[src/rtl/vslp_pkg.sv]
package vslp_pkg;

    localparam int CMD_W      = 2;
    localparam int COORD_W    = 16;
    localparam int CLASS_W    = 4;
    localparam int LEVEL_W    = 4;
    localparam int BRICK_W    = 7;
    localparam int CHANGED_W  = 22;
    localparam int VALUE_W    = 32;
    localparam int DIM_W      = 8;
    localparam int CFG_IDX_W  = 2;
    localparam int IN_DATA_W  = 96;
    localparam int OUT_DATA_W = 56;

    // signed offset, square and sum widths of the distance test
    localparam int D_W   = 18;
    localparam int SQ_W  = 32;
    localparam int SUM_W = 34;

    // compare width for brick coordinates against grid sizes
    localparam int QC_W = 8;

    localparam logic [CFG_IDX_W-1:0] REG_DIM_X = 2'd0;
    localparam logic [CFG_IDX_W-1:0] REG_DIM_Y = 2'd1;
    localparam logic [CFG_IDX_W-1:0] REG_DIM_Z = 2'd2;

    typedef enum logic [CMD_W-1:0] {
        CMD_PAINT = 2'd0,
        CMD_GEN   = 2'd1,
        CMD_COUNT = 2'd2,
        CMD_EDIT  = 2'd3
    } cmd_code_t;

    typedef enum logic [3:0] {
        ST_CLEAR,
        ST_IDLE,
        ST_DISPATCH,
        ST_BOX,
        ST_START,
        ST_ROW_SQ,
        ST_ROW_SUM,
        ST_SCAN,
        ST_DRAIN,
        ST_BUMP_RD,
        ST_BUMP_WR,
        ST_FINISH,
        ST_GEN_RD,
        ST_GEN_WAIT,
        ST_RESULT
    } state_t;

    typedef struct packed {
        logic latch;
        logic box;
        logic start;
        logic row_sq;
        logic row_sum;
        logic scan;
        logic bump_start;
        logic bump_rd;
        logic bump_wr;
        logic bump_adv;
        logic finish;
        logic gen_rd;
        logic gen_cap;
        logic load_out;
        logic clear;
    } dp_cmd_t;

    typedef struct packed {
        cmd_code_t code;
        logic      bad_class;
        logic      vol_ok;
        logic      box_empty;
        logic      x_last;
        logic      row_last;
        logic      bump_hit;
        logic      bump_end;
        logic      clr_last;
        logic      cfg_clear;
    } dp_status_t;

endpackage

[src/rtl/vslp_ctrl.sv]
module vslp_ctrl (
    input  logic                 clk,
    input  logic                 rst_n,
    input  logic                 s_tvalid,
    output logic                 s_tready,
    output logic                 m_tvalid,
    input  logic                 m_tready,
    input  vslp_pkg::dp_status_t sts,
    output vslp_pkg::dp_cmd_t    ctl
);
    import vslp_pkg::*;

    state_t state_reg;
    state_t state_next;
    logic   out_valid_reg;
    logic   out_free;

    assign out_free = !out_valid_reg || m_tready;
    assign s_tready = (state_reg == ST_IDLE);
    assign m_tvalid = out_valid_reg;

    always_ff @(posedge clk or negedge rst_n)
    begin
        if (!rst_n)
        begin
            state_reg     <= ST_CLEAR;
            out_valid_reg <= 1'b0;
        end
        else
        begin
            state_reg <= state_next;
            if (ctl.load_out)
            begin
                out_valid_reg <= 1'b1;
            end
            else if (m_tready)
            begin
                out_valid_reg <= 1'b0;
            end
        end
    end

    always_comb
    begin
        state_next = state_reg;
        unique case (state_reg)
            ST_CLEAR:
            begin
                if (sts.clr_last)
                begin
                    state_next = ST_IDLE;
                end
            end
            ST_IDLE:
            begin
                if (s_tvalid)
                begin
                    state_next = ST_DISPATCH;
                end
            end
            ST_DISPATCH:
            begin
                unique case (sts.code)
                    CMD_PAINT:
                    begin
                        if (sts.bad_class || !sts.vol_ok)
                        begin
                            state_next = ST_RESULT;
                        end
                        else
                        begin
                            state_next = ST_BOX;
                        end
                    end
                    CMD_GEN:   state_next = ST_GEN_RD;
                    CMD_COUNT: state_next = ST_RESULT;
                    CMD_EDIT:  state_next = ST_RESULT;
                endcase
            end
            ST_BOX:     state_next = ST_START;
            ST_START:
            begin
                if (sts.box_empty)
                begin
                    state_next = ST_RESULT;
                end
                else
                begin
                    state_next = ST_ROW_SQ;
                end
            end
            ST_ROW_SQ:  state_next = ST_ROW_SUM;
            ST_ROW_SUM: state_next = ST_SCAN;
            ST_SCAN:
            begin
                if (sts.x_last)
                begin
                    state_next = sts.row_last ? ST_DRAIN : ST_ROW_SQ;
                end
            end
            ST_DRAIN:   state_next = ST_BUMP_RD;
            ST_BUMP_RD:
            begin
                if (sts.bump_hit)
                begin
                    state_next = ST_BUMP_WR;
                end
                else if (sts.bump_end)
                begin
                    state_next = ST_FINISH;
                end
            end
            ST_BUMP_WR: state_next = sts.bump_end ? ST_FINISH : ST_BUMP_RD;
            ST_FINISH:  state_next = ST_RESULT;
            ST_GEN_RD:  state_next = ST_GEN_WAIT;
            ST_GEN_WAIT: state_next = ST_RESULT;
            ST_RESULT:
            begin
                if (out_free)
                begin
                    state_next = ST_IDLE;
                end
            end
            default:    state_next = ST_CLEAR;
        endcase
        // a dimension write restarts the clearing sweep
        if (sts.cfg_clear)
        begin
            state_next = ST_CLEAR;
        end
    end

    always_comb
    begin
        ctl = '0;
        unique case (state_reg)
            ST_CLEAR:    ctl.clear = 1'b1;
            ST_IDLE:     ctl.latch = s_tvalid;
            ST_DISPATCH: ctl = '0;
            ST_BOX:      ctl.box = 1'b1;
            ST_START:    ctl.start = !sts.box_empty;
            ST_ROW_SQ:   ctl.row_sq = 1'b1;
            ST_ROW_SUM:  ctl.row_sum = 1'b1;
            ST_SCAN:     ctl.scan = 1'b1;
            ST_DRAIN:    ctl.bump_start = 1'b1;
            ST_BUMP_RD:
            begin
                ctl.bump_rd  = 1'b1;
                ctl.bump_adv = !sts.bump_hit;
            end
            ST_BUMP_WR:
            begin
                ctl.bump_wr  = 1'b1;
                ctl.bump_adv = 1'b1;
            end
            ST_FINISH:   ctl.finish = 1'b1;
            ST_GEN_RD:   ctl.gen_rd = 1'b1;
            ST_GEN_WAIT: ctl.gen_cap = 1'b1;
            ST_RESULT:   ctl.load_out = out_free;
            default:     ctl = '0;
        endcase
    end

endmodule

[config.mk]
export PLATFORM = sky130hd
export DESIGN_NAME = vslp_ctrl
export DESIGN_NICKNAME = d
export VERILOG_FILES = /design/src/rtl/vslp_pkg.sv /design/src/rtl/vslp_ctrl.sv
export SDC_FILE = /design/constraint.sdc
export NUM_CORES = 1
export LEC_CHECK = 0
export BUFFER_PORTS_ARGS = -buffer_cell sky130_fd_sc_hd__buf_4
export CAP_MARGIN = 5
export CELL_PAD_IN_SITES_DETAIL_PLACEMENT = 0
export CELL_PAD_IN_SITES_GLOBAL_PLACEMENT = 2
export CORE_MARGIN = 2
export CORE_UTILIZATION = 19
export CTS_CLUSTER_SIZE = 20
export DETAILED_ROUTE_END_ITERATION = 10
export GPL_ROUTABILITY_DRIVEN = 1
export PLACE_DENSITY_LB_ADDON = 0.25
export SYNTH_ARGS = -nofsm -noshare
export SYNTH_HDL_FRONTEND = slang
export SYNTH_SLANG_ARGS = --single-unit
[constraint.sdc]
create_clock -name clk -period 1.49 [get_ports clk]
set_input_delay 0.149 -clock clk [delete_from_list [all_inputs] [get_ports clk]]
set_output_delay 0.149 -clock clk [all_outputs]
set_load 0.02 [all_outputs]
==> flow_summary.ini <==
[worst_setup_path]
crit_chain = buf_6 -> buf_12 -> nor3_4 -> and2_4 -> buf_6
cp.required_ns = 1.34
slowest_stage = dfrtp_2
cp.arrival_ns = 1.42
cp_top_family = flip-flops
cp_num_buf_inv = 3
criticalPathCategory = flop to primary output
slowest_delay_ns = 0.46
reg2reg_to = state_reg[2]
reg2reg_slack_ns = -0.04
start_kind = flop
crit_end = ctl[14]
worst-r2r-cell-count = 7
cp_max_fo = 7
cp_num_cells = 5
cp_common_cell = buf_6
r2r-start = state_reg[0]
end_kind = primary output
cp-startpoint = state_reg[2]

[clock_tree]
cts_buffers = 3
cts_buffer_depth = 2
cts_tree = done
h-tree-depth = 1
cts_sinks = 5
insertion_delay_ns = 0.24
cts_root_buffer = clkbuf_4
path_clk_slew_ns = 0.05

[yosys]
ys_ff_latch = 5
syn_area_um2 = 556
netlist_top_cells_area = dfrtp_1, nor2_1, nand2b_1, nor2b_1, nor3_1
ys_types = 33
synth_edf_count = 0
ys.warnings.count = 0
netlist_instances = 76
netlist.area_leader.share = 0.225
synthArstFlopShare = 1.00
synth_compound_area_frac = 0.302
yosys.cell_count.top_type = nor2_1
ys.flop_type = dfrtp_1
synthXorXnorAreaFrac = 0
synth.net_count = 91
synthAdderAreaFrac = 0
synth_top_family_by_area = simple AND/OR/NAND/NOR gates
seq_area_frac_synth = 0.225
syn_avg_cell_area_um2 = 7.31
synthMuxAreaShare = 0.0180
yosys.area_share.simple = 0.385
synth.largest_area_cell = dfrtp_1

[power_and_ir_drop]
p_leak_nw = 0.589
ir_drop_mv = 0.852
cellPowerDensity_nw_per_um2 = 1430
finalPower_w = 0.00175

[final_layout]
utilization = 0.443
stdcell_count = 168
drive_gt1_frac = 0.613
area_growth_syn_to_layout_pct = 120
antennaDiodeCount = 0
largest_reg_flops = 4
nNetsFinal = 153
fill_cells = 282

[timing]
max_freq_mhz = 637
tightest_slew_ns = 0.371
report.final.slew_viol_count = 0
fin_crit_sh = 1.05
finClkSkew_ns = 0.00614
setup_tns_ns = -0.416
post-route-min-period_ns = 1.57
finalSetupViolCount = 8
finalHoldViolCount = 0
layout_setup_ws_ns = -0.0802
relSlewSlack = 0.750
holdWs_ns = 0.190
rsz0062_at_grt = yes

[floorplanning]
core_area_um2 = 2760
io_pins = 32
rows = 19
fp.dieH_um = 58.1
dieWidth_um = 58.1
start_util = 0.201
die_area_um2 = 3370

[hold_path]
hp-class = input pin to flop
min_from = sts[0]

[status]
failed_checks = negative setup slack
status = finished, violations left

[routing]
drt_iter0_drc = 21
routed_wl_um = 2110
dr.pass1.iters = 4
vias_per_cell = 4.84
drcViolationCount = 0
routedWlPerCell_um = 12.6
vias = 813
ant_nets = 0

[placement]
placed_cells = 156
port_buffers = 31
hpwl_um = 1640
gp_congestion = 0.790

[global_routing]
antenna_found_initial = 0
grt-ovfl-total = 0
grt_pass1_wl_um = 3510
grt_max_degree = 10
grt_pass1_vias = 772
grt_util_all_layers = 0.133

[flow_run]
drv_cap = 0
## worst min-delay path, cell delays in order
cell and delay, ns:
buf_4 0.07, inv_1 0.06, o311a_1 0.11
## stage by stage
stage	instance area [um2]	setup slack, ns
floorplan	583	-0.0852
CTS	1160	-0.0960
global placement	1000	-0.145
global route	1220	-0.156
finish	1220	-0.0802
detailed placement	1000	-0.171
## report_power, final
| part | leakage, nW | internal, W | switching [W] |
|---|---|---|---|
| clock | 0.0150 | 0.000101 | 0.0000569 |
| combinational | 0.509 | 0.000745 | 0.000625 |
| sequential | 0.0659 | 0.000174 | 0.0000466 |
| total | 0.589 | 0.00102 | 0.000728 |
## area by class of cell
cell class,count,area [um2],share of cell area
timing repair buffer,62,522,0.427
multi-input combinational,61,489,0.401
sequential,5,126,0.103
tap,31,38.8,0.0318
clock buffer,4,26.3,0.0215
inverter,5,18.8,0.0154
## placed cells by master, fill, tap and decap left out, types with 2 or more instances in the layout
cell      netlist  final
a221o_1         2      2
nand2_1         5      4
o22ai_1         3      3
a21o_1          2      2
nor2_2          0      2
dfrtp_1         5      4
nor2_1         11      9
o21ai_0         2      2
clkbuf_4        0      3
nor3_2          0      3
buf_4           0     49
buf_6           0     11
nand2b_4        0      3
nor2b_1         4      4
inv_1           5      5
## how the worst min path moves through the flow
stage                   end  cells after the start
2_1_floorplan      m_tvalid                      0
3_3_place_gp       m_tvalid                      1
3_5_place_dp       m_tvalid                      1
4_1_cts        state_reg[3]                      3
5_1_grt        state_reg[3]                      3
6_report       state_reg[3]                      3
## per-layer routing
metal,global-route usage,vias to the layer above,share of wire
li1,-,407,-
met1,0.160,380,0.42
met2,0.240,26,0.53
met3,0.0223,0,0.050
met4,0.0399,0,0
met5,0,-,0
## cells by family after synthesis
family,Yosys count
simple gates,39
flops,5
compound gates,21
mux,1
buf+inv,10
## timing repair
item                       in CTS  in global routing
setup buffers                   5                  2
setup endpoints to repair      18                 18
pin swaps                       7                  1
hold endpoints to repair        5                  0
hold buffers                    1                  0
gates resized for setup        17                 10
Power figures use the tool's default switching activity.
